## config.mk

```make
export PLATFORM = sky130hd
export DESIGN_NAME = date_to_epoch_seconds
export DESIGN_NICKNAME = d
export VERILOG_FILES = /design/src/sv/dte_pkg.sv /design/src/sv/dte_sec_conv.sv /design/src/sv/date_to_epoch_seconds.sv
export SDC_FILE = /design/constraint.sdc
export NUM_CORES = 2
export LEC_CHECK = 0
export BUFFER_PORTS_ARGS = -buffer_cell sky130_fd_sc_hd__buf_4
export CAP_MARGIN = 40
export CORE_AREA = 8 8 286 288
export DETAILED_ROUTE_END_ITERATION = 8
export DIE_AREA = 0 0 294 296
export SYNTH_ARGS = -nofsm -noshare
export SYNTH_HDL_FRONTEND = slang
export SYNTH_SLANG_ARGS = --single-unit
```

## constraint.sdc

```tcl
create_clock -name clk -period 15.7 [get_ports clk]
set_clock_uncertainty 0.05 [all_clocks]
set_input_delay 2.355 -clock clk [delete_from_list [all_inputs] [get_ports clk]]
set_output_delay 2.355 -clock clk [all_outputs]
set_load 0.1 [all_outputs]
```

## src/sv/dte_pkg.sv

```systemverilog
package dte_pkg;

  typedef struct packed {
    logic [13:0] year;
    logic [3:0]  month;
    logic [4:0]  day;
    logic [4:0]  hour;
    logic [5:0]  minute;
    logic [5:0]  second;
  } in_item_t;

  typedef struct packed {
    logic        date_valid;
    logic        leap_year;
    logic [4:0]  month_length;
    logic [31:0] epoch_days;
    logic [48:0] epoch_seconds;
  } out_item_t;

  localparam logic [13:0] YEAR_MIN     = 14'd2000;
  localparam logic [13:0] YEAR_MAX     = 14'd2099;
  localparam logic [31:0] DAY_OFFSET   = 32'd719591;
  localparam logic [16:0] SECS_PER_DAY = 17'd86400;
  localparam logic [16:0] SECS_PER_HR  = 17'd3600;
  localparam logic [16:0] SECS_PER_MIN = 17'd60;
  localparam logic [8:0]  DAYS_PER_YR  = 9'd365;
  localparam logic [6:0]  CENTURY      = 7'd100;
  localparam logic [4:0]  HOUR_MAX     = 5'd23;
  localparam logic [5:0]  MIN_MAX      = 6'd59;
  localparam logic [5:0]  SEC_MAX      = 6'd59;

  // floor(x / 100) == (x * DIV100_MUL) >> DIV100_SHIFT, exact for x < 91180
  localparam logic [16:0] DIV100_MUL   = 17'd83887;
  localparam int          DIV100_SHIFT = 23;

  // floor((m' + 1) * 153 / 5), m' = month with Jan/Feb moved to 13/14
  function automatic logic [8:0] month_term(input logic [3:0] month);
    logic [8:0] t;
    case (month)
      4'd0:    t = 9'd397;
      4'd1:    t = 9'd428;
      4'd2:    t = 9'd459;
      4'd3:    t = 9'd122;
      4'd4:    t = 9'd153;
      4'd5:    t = 9'd183;
      4'd6:    t = 9'd214;
      4'd7:    t = 9'd244;
      4'd8:    t = 9'd275;
      4'd9:    t = 9'd306;
      4'd10:   t = 9'd336;
      4'd11:   t = 9'd367;
      4'd12:   t = 9'd397;
      4'd13:   t = 9'd428;
      4'd14:   t = 9'd459;
      default: t = 9'd489;
    endcase
    return t;
  endfunction

  function automatic logic [4:0] month_len(input logic [3:0] month, input logic leap);
    logic [4:0] len;
    case (month) inside
      4'd1, 4'd3, 4'd5, 4'd7, 4'd8, 4'd10, 4'd12: len = 5'd31;
      4'd4, 4'd6, 4'd9, 4'd11:                     len = 5'd30;
      4'd2:                                        len = leap ? 5'd29 : 5'd28;
      default:                                     len = 5'd0;
    endcase
    return len;
  endfunction

endpackage

```

## src/sv/dte_sec_conv.sv

```systemverilog
// Days plus time of day to seconds: multiply stage, then add stage.
module dte_sec_conv (
  input  logic        clk,
  input  logic        rst_n,
  input  logic        vld_in,
  input  logic [31:0] days,
  input  logic [16:0] tod,
  output logic        vld_out,
  output logic [48:0] secs
);

  logic        mul_vld_r;
  logic [48:0] prod_r;
  logic [16:0] tod_r;
  logic        sum_vld_r;
  logic [48:0] secs_r;

  always_ff @(posedge clk) begin
    if (!rst_n) begin
      mul_vld_r <= 1'b0;
      sum_vld_r <= 1'b0;
    end else begin
      mul_vld_r <= vld_in;
      sum_vld_r <= mul_vld_r;
    end
  end

  always_ff @(posedge clk) begin
    if (vld_in) begin
      prod_r <= 49'(days) * 49'(dte_pkg::SECS_PER_DAY);
      tod_r  <= tod;
    end
    if (mul_vld_r) begin
      secs_r <= prod_r + 49'(tod_r);
    end
  end

  assign vld_out = sum_vld_r;
  assign secs    = secs_r;

endmodule

```

## src/sv/date_to_epoch_seconds.sv

```systemverilog
// Start runs through stages 1 and 2 and the multiply and add stages to out_strobe.
// Throughput: one transaction per cycle; busy is always low.
// The receiver cannot stall: every result is shown for exactly one cycle.
// Reset (rst_n low, synchronous) clears the valid pipeline; in-flight
// transactions are dropped and no strobe follows.
module date_to_epoch_seconds (
  input  logic                clk,
  input  logic                rst_n,
  input  logic                start,
  output logic                busy,
  input  dte_pkg::in_item_t   in_item,
  output logic                out_strobe,
  output dte_pkg::out_item_t  out_item
);

  logic accept;

  // Stage 1: year adjust, the two divide-by-100 products, y*365, month
  // term lookup, time-of-day seconds and the simple range checks.
  logic        s1_vld_r;
  logic [15:0] s1_y_r;      // year, minus one for Jan/Feb (16-bit wrap)
  logic [24:0] s1_y365_r;
  logic [32:0] s1_yq_r;     // adjusted year * DIV100_MUL
  logic [30:0] s1_rq_r;     // raw year * DIV100_MUL, for the leap test
  logic [8:0]  s1_mterm_r;
  logic [13:0] s1_year_r;
  logic [3:0]  s1_month_r;
  logic [4:0]  s1_day_r;
  logic [16:0] s1_tod_r;
  logic        s1_yok_r;    // year in 2000..2099
  logic        s1_tok_r;    // hour, minute, second in range

  logic [15:0] y_nxt;
  logic [16:0] tod_nxt;

  // Stage 2: day sum, leap flag, month length, validity.
  logic        s2_vld_r;
  logic [31:0] s2_days_r;
  logic        s2_leap_r;
  logic [4:0]  s2_mlen_r;
  logic        s2_valid_r;
  logic [16:0] s2_tod_r;

  logic [9:0]  q100;
  logic [7:0]  rq100;
  logic [13:0] rem100;
  logic        leap_nxt;
  logic [4:0]  mlen_nxt;
  logic        valid_nxt;
  logic [31:0] days_nxt;

  // Stages 3 and 4: flags and day count ride alongside the seconds unit.
  logic        s3_leap_r;
  logic [4:0]  s3_mlen_r;
  logic        s3_valid_r;
  logic [31:0] s3_days_r;
  logic        s4_leap_r;
  logic [4:0]  s4_mlen_r;
  logic        s4_valid_r;
  logic [31:0] s4_days_r;

  logic        sec_vld;
  logic [48:0] sec_val;

  // Fully pipelined: never busy.
  assign busy   = 1'b0;
  assign accept = start & ~busy;

  // ---------------------------------------------------------------------
  // Stage 1
  // ---------------------------------------------------------------------
  always_comb begin
    // Jan and Feb count as months 13 and 14 of the previous year;
    // year zero wraps to 65535 as in 16-bit arithmetic.
    if (in_item.month <= 4'd2) begin
      y_nxt = {2'b00, in_item.year} - 16'd1;
    end else begin
      y_nxt = {2'b00, in_item.year};
    end
    tod_nxt = 17'(in_item.hour) * dte_pkg::SECS_PER_HR
            + 17'(in_item.minute) * dte_pkg::SECS_PER_MIN
            + 17'(in_item.second);
  end

  always_ff @(posedge clk) begin
    if (!rst_n) begin
      s1_vld_r <= 1'b0;
      s2_vld_r <= 1'b0;
    end else begin
      s1_vld_r <= accept;
      s2_vld_r <= s1_vld_r;
    end
  end

  always_ff @(posedge clk) begin
    if (accept) begin
      s1_y_r     <= y_nxt;
      s1_y365_r  <= 25'(y_nxt) * 25'(dte_pkg::DAYS_PER_YR);
      s1_yq_r    <= 33'(y_nxt) * 33'(dte_pkg::DIV100_MUL);
      s1_rq_r    <= 31'(in_item.year) * 31'(dte_pkg::DIV100_MUL);
      s1_mterm_r <= dte_pkg::month_term(in_item.month);
      s1_year_r  <= in_item.year;
      s1_month_r <= in_item.month;
      s1_day_r   <= in_item.day;
      s1_tod_r   <= tod_nxt;
      s1_yok_r   <= (in_item.year >= dte_pkg::YEAR_MIN) &&
                    (in_item.year <= dte_pkg::YEAR_MAX);
      s1_tok_r   <= (in_item.hour <= dte_pkg::HOUR_MAX) &&
                    (in_item.minute <= dte_pkg::MIN_MAX) &&
                    (in_item.second <= dte_pkg::SEC_MAX);
    end
  end

  // ---------------------------------------------------------------------
  // Stage 2
  // ---------------------------------------------------------------------
  always_comb begin
    // y/100 from the reciprocal product; y/400 is (y/100)/4.
    q100   = s1_yq_r[dte_pkg::DIV100_SHIFT +: 10];
    rq100  = s1_rq_r[dte_pkg::DIV100_SHIFT +: 8];
    rem100 = s1_year_r - 14'(rq100) * 14'(dte_pkg::CENTURY);

    // Divisible by 4 and not by 100, or by 400 (century multiple of 4).
    leap_nxt = (s1_year_r[1:0] == 2'b00) &&
               ((rem100 != 14'd0) || (rq100[1:0] == 2'b00));

    mlen_nxt = dte_pkg::month_len(s1_month_r, leap_nxt);

    // A zero length marks a month outside 1..12.
    valid_nxt = s1_yok_r && s1_tok_r && (mlen_nxt != 5'd0) &&
                (s1_day_r != 5'd0) && (s1_day_r <= mlen_nxt);

    // Wraps modulo 2^32 for dates before 1970.
    days_nxt = 32'(s1_y365_r) + 32'(s1_y_r >> 2) - 32'(q100) + 32'(q100 >> 2)
             + 32'(s1_mterm_r) + 32'(s1_day_r) - dte_pkg::DAY_OFFSET;
  end

  always_ff @(posedge clk) begin
    if (s1_vld_r) begin
      s2_days_r  <= days_nxt;
      s2_leap_r  <= leap_nxt;
      s2_mlen_r  <= mlen_nxt;
      s2_valid_r <= valid_nxt;
      s2_tod_r   <= s1_tod_r;
    end
  end

  // ---------------------------------------------------------------------
  // Stages 3 and 4: days * 86400, then add the time of day.
  // ---------------------------------------------------------------------
  dte_sec_conv u_sec_conv (
    .clk     (clk),
    .rst_n   (rst_n),
    .vld_in  (s2_vld_r),
    .days    (s2_days_r),
    .tod     (s2_tod_r),
    .vld_out (sec_vld),
    .secs    (sec_val)
  );

  // Payload delay matching the seconds unit; no reset needed.
  always_ff @(posedge clk) begin
    s3_leap_r  <= s2_leap_r;
    s3_mlen_r  <= s2_mlen_r;
    s3_valid_r <= s2_valid_r;
    s3_days_r  <= s2_days_r;
    s4_leap_r  <= s3_leap_r;
    s4_mlen_r  <= s3_mlen_r;
    s4_valid_r <= s3_valid_r;
    s4_days_r  <= s3_days_r;
  end

  assign out_strobe             = sec_vld;
  assign out_item.date_valid    = s4_valid_r;
  assign out_item.leap_year     = s4_leap_r;
  assign out_item.month_length  = s4_mlen_r;
  assign out_item.epoch_days    = s4_days_r;
  assign out_item.epoch_seconds = sec_val;

endmodule
```

# Word-level counts from Yosys, hierarchy flattened
# Memories as Yosys holds them, arrays and structs flattened. A register that Yosys moved wholly into a read port is not among the register bits.
# Index checks and enable logic that the tools add are counted.
# totals
reg_bits	393
latch_bits	0
ramBits	0
romBits	144
input_bits	43
out_inout_bits	90
elab_cells	89
mem_count	1
# mem_list
name	depth	width	read_ports	rd_clocked_by_memory_dff	wr	line_no	rtl
(name not given)	16	9	1	1	0	dte_pkg.sv:39	case (month)
# classes
add_sub_neg	11
multipliers	7
div	0
order_cmp	7
eq_ne	12
n_shift	0
muxes	5
bitwise	0
n_reduce_logical	16
# op_table
op	count
$add 49x17->49	1
$mul 32x10->42 const B	1
$mul 16x17->33 const B	1
$mul 14x17->31 const B	1
$sub 30x21->31 const B	1
$add 29x6->30	1
$add 28x10->29	1
$add 27x9->28	1
$sub 26x10->27	1
$add 25x14->26	1
$mul 16x9->25 const B	1
$eq 4x4->1 const B	5
$add 17x12->17	1
$add 17x6->17	1
$eq 4x3->1 const B	4
$mux 16	1
$mux 5	3
$sub 14x1->15 const B	1
$ge 14x11->1 const B	1
$le 14x12->1 const B	1
$reduce_bool 14->1	1
$sub 14x14->14	1
$mul 5x8->13 const B	1
$le 6x6->1 const B	2
14 further kinds	24

# Longest topological paths before layout
# logic_depth
ltp_word	13
depth_mapped	31
depth_no_buf	31

# Cells and area by module
# Synthesis repeated with hierarchy kept, for this count alone.
# hier_totals
hier_cells	3063
area_unflattened_um2	34190.3
# modules_own_cells
mod	n_inst	cells_each	area_each_um2	seq_area_each_um2
date_to_epoch_seconds	1	2191	24402.2	6226.0
dte_sec_conv	1	872	9788.1	3283.1

# Least setup slack after synthesis
# OpenSTA, ideal clock, no wires.
# synth_path
path_kind	input to register
startpoint	input port in_item[25] (netlist bit)
endpoint	register s1_yq_r[32] (data pin)
setup_ps	260
arrival_time_ps	8963
t_required_ps	15390
slack_ps	6427
cell_stages	28
n_path_buf	2
path_cell_list	buf_2 or2_1 clkbuf_1 or2_2 nor2_1 nand3_1 xnor2_1 inv_1 ha_1 inv_1 fa_1 inv_1 fa_1 fa_1 fa_1 inv_1 fa_1 inv_1 ha_1 a21oi_1 o21ai_0 a311oi_1 a2111oi_2 o2111ai_1 a31oi_2 a21oi_1 o21bai_1 xnor2_1
# synth_between
elab_chain_cells	3
# synth_lines
item	line_no	rtl
from (decl)	date_to_epoch_seconds.sv:11	input dte_pkg::in_item_t in_item,
$le 4x2->1	date_to_epoch_seconds.sv:75	if (in_item.month <= 4'd2) begin
$mux 16	date_to_epoch_seconds.sv:75	
via y_nxt[9]	date_to_epoch_seconds.sv:33	logic [15:0] y_nxt;
$mul 16x17->33	date_to_epoch_seconds.sv:99	s1_yq_r <= 33'(y_nxt) * 33'(dte_pkg::DIV100_MUL);
to (signal assigned)	date_to_epoch_seconds.sv:99	
to (decl)	date_to_epoch_seconds.sv:23	logic [32:0] s1_yq_r;
# The timed path passes the listed nets, and every way through them passes these cells.
# A chain may end at the register's enable or synchronous reset.

# Final worst setup path
# layout_path
startpoint	input port in_item[27] (netlist bit)
endpoint	register s1_yq_r[32] (data pin)
# layout_between
elab_chain_cells	3
# layout_lines
item	line_no	rtl
$sub 14x1->15	date_to_epoch_seconds.sv:76	y_nxt = {2'b00, in_item.year} - 16'd1;
$mux 16	date_to_epoch_seconds.sv:75	
via y_nxt[9]	date_to_epoch_seconds.sv:33	
$mul 16x17->33	date_to_epoch_seconds.sv:99	
# The timed path passes the listed nets, and every way through them passes these cells.

==> flow_summary.ini <==
[final_layout]
layout.nets = 4396
utilization_pct = 49.5
diodes = 0
design_area_sq_um = 38100
fillers = 7075
drive_above_1_share_pct = 7.11
syn_to_final_growth_pct = 10.5

[worst_setup_path]
end_kind = flip-flop
cp.required_ns = 15.95
critPathSlowestCell = xnor2_1
r2r_cells = 24
path_max_fanout = 12
worstSetupPathType = in2reg
critPathLaunchType = input port
critPathArrivalTime_ns = 10.00
cp_common_cell = inv_1
critPathMaxStageDelay_ns = 0.65

[placement]
portBuffers = 131
placed_cell_area_sq_um = 36800
gp_congestion = 0.912
post-dp-hpwl_mm = 59.1

[timing]
layout_worst_path_cycle_share_pct = 62.1
setup_viol = 0
max_slew_margin_pct = 37.8
rsz0062_at_grt = false
hold_slack_ns = 0.275
slew_violations = 0
max_freq_mhz = 103
tightest_slew_ns = 0.926
final.min_clock_period_ns = 9.75
final-hold-violation-count = 0
setup_tns_ns = 0

[logic_synthesis]
yosys-top-cells-count = inv_1 (771), ha_1 (651), fa_1 (342)
syn_nets = 4232
synth_top_area_share_pct = 23.6
synthArstFlopShare_pct = 0
synthCells = 3196
ys_top_cells_by_area = ha_1 (24%), edfxtp_1 (23%), fa_1 (20%)
ys_seq_elements = 342
syn_area_sq_um = 34500
avgSynthCellArea_sq_um = 10.8
yosys.cell_types.count = 83
yosys_warnings = 0
synthFlopType = edfxtp_1
yosysTopAreaCell = ha_1
ys_seq_area_share_pct = 27.6
synth-edff-count = 266
yosysMostFrequentCell = inv_1

[cts]
cts_hold_buf = 0
clock-sinks = 342
cts_tree = built
path_clk_slew_ns = 0.06
cts_setup_buffers = 0
cts_resized = 0
cts.htree.levels = 2
cts_buffer_depth = 3
insertion_delay_ns = 0.57
cts_buffers = 38
cts_root_buf = clkbuf_16

[detailed_routing]
drc = 0
finalWirelength_mm = 69.1
vias_per_cell = 4.87
num_vias = 21600
drt_iter0_drc = 744
ant_nets = 0
dr.pass1.iters = 5
wl_per_cell_microns = 15.6

[grt]
grt_max_degree = 52
antenna_found_initial = 0
grt_usage_pct = 16.2
grt_pass1_vias = 22600
grt_pass1_wl_mm = 114
grt_overflow = 0

[floorplanning]
fp.dieH_microns = 296
die_area_sq_um = 87000
die_w_microns = 294
coreArea_sq_um = 77000
initial_utilization_pct = 44.8
rows = 102
ios = 133

[min_path]
min_path_type = reg2reg
whs_path_depth = 0

[flow_run]
maxCapViolCount = 0

[run_status]
outcome = finished clean
-- kinds of logic (layout without fill, tap and decap cells) --
family	count (synthesis)	after routing	synth area share (%)
flops	342	342	27.6
buf+inv	792	986	8.70
compound gates	456	456	8.78
xor+xnor	205	205	5.25
simple gates	401	401	5.97
mux	6	6	0.258
fa+ha+maj	993	993	43.5
other cells	1	1	0.0109
-- state kept, by name, indices dropped and copies added, names as in the netlist, 3 cells and up --
| name | cells |
|---|---|
| u_sec_conv.secs | 49 |
| u_sec_conv.prod_r | 42 |
| s2_days_r | 31 |
| s3_days_r | 31 |
| s4_days_r | 31 |
| s1_y365_r | 23 |
| s1_tod_r | 17 |
| s2_tod_r | 17 |
| u_sec_conv.tod_r | 17 |
| s1_y_r | 15 |
| s1_year_r | 13 |
| s1_yq_r | 10 |
| s1_rq_r | 9 |
| s1_mterm_r | 7 |
| s1_day_r | 5 |
| s1_month_r | 4 |
| s2_mlen_r | 3 |
| s3_mlen_r | 3 |
| s4_mlen_r | 3 |
-- cell type report --
| class | instances | area (sq um) | area share, % |
|---|---|---|---|
| multi-input combinational | 2062 | 22000 | 57.7 |
| sequential | 342 | 9510 | 25.0 |
| inverter | 771 | 2890 | 7.60 |
| tap | 1040 | 1300 | 3.42 |
| timing repair buffer | 145 | 1120 | 2.94 |
| clock buffer | 53 | 1120 | 2.94 |
| clock inverter | 17 | 165 | 0.434 |
-- layout by cell type (no fill, tap or decap), drive strengths merged, types with 22 or more instances in the layout --
cell type,instances
nand2,91
a31oi,23
nor2b,23
xnor2,147
a21oi,131
nor3,27
clkbuf,53
a21o,67
buf,145
and3,29
nor2,86
inv,776
xor2,57
fa,342
nand4,23
dfxtp,76
edfxtp,266
o21ai,74
nand3,41
o21a,22
ha,651
o21bai,24
-- critical path, delay by kind of cell --
kind | cells | cell delay [ns]
adder cells (fa/ha/maj) | 8 | 3.51
AO/OA/AOI/OAI | 10 | 1.94
buffers and inverters | 7 | 1.00
XOR/XNOR | 2 | 0.78
AND/OR/NAND/NOR | 4 | 0.42
-- worst paths after layout --
kind	from	endpoint	slack [ns]
worst max register to register	s1_y_r[4]	s2_days_r[28]	9.40
worst min register to register	s3_days_r[1]	s4_days_r[1]	0.28
worst min-delay path	s3_days_r[1]	s4_days_r[1]	0.28
worst max-delay path	in_item[27]	s1_yq_r[32]	5.95
-- layer usage --
metal  GRT usage (%)  vias up  share of wire, %
li1                -    10900                 -
met1            19.5    10300                43
met2            30.0      277                51
met3            2.04      119               3.1
met4            4.65        0               2.7
met5               0        -                 0
-- stage by stage --
| step | worst slack [ns] | cells |
|---|---|---|
| 2_1_floorplan | 6.43 | 3196 |
| 3_3_place_gp | 5.50 | 4356 |
| 3_5_place_dp | 5.37 | 4360 |
| 4_1_cts | 5.97 | 4430 |
| 5_1_grt | 5.28 | 4430 |
| 6_report | 5.95 | 4430 |
Power is not shown: default switching activity piles up to over one toggle a cycle in this logic, so the estimate is an artifact.
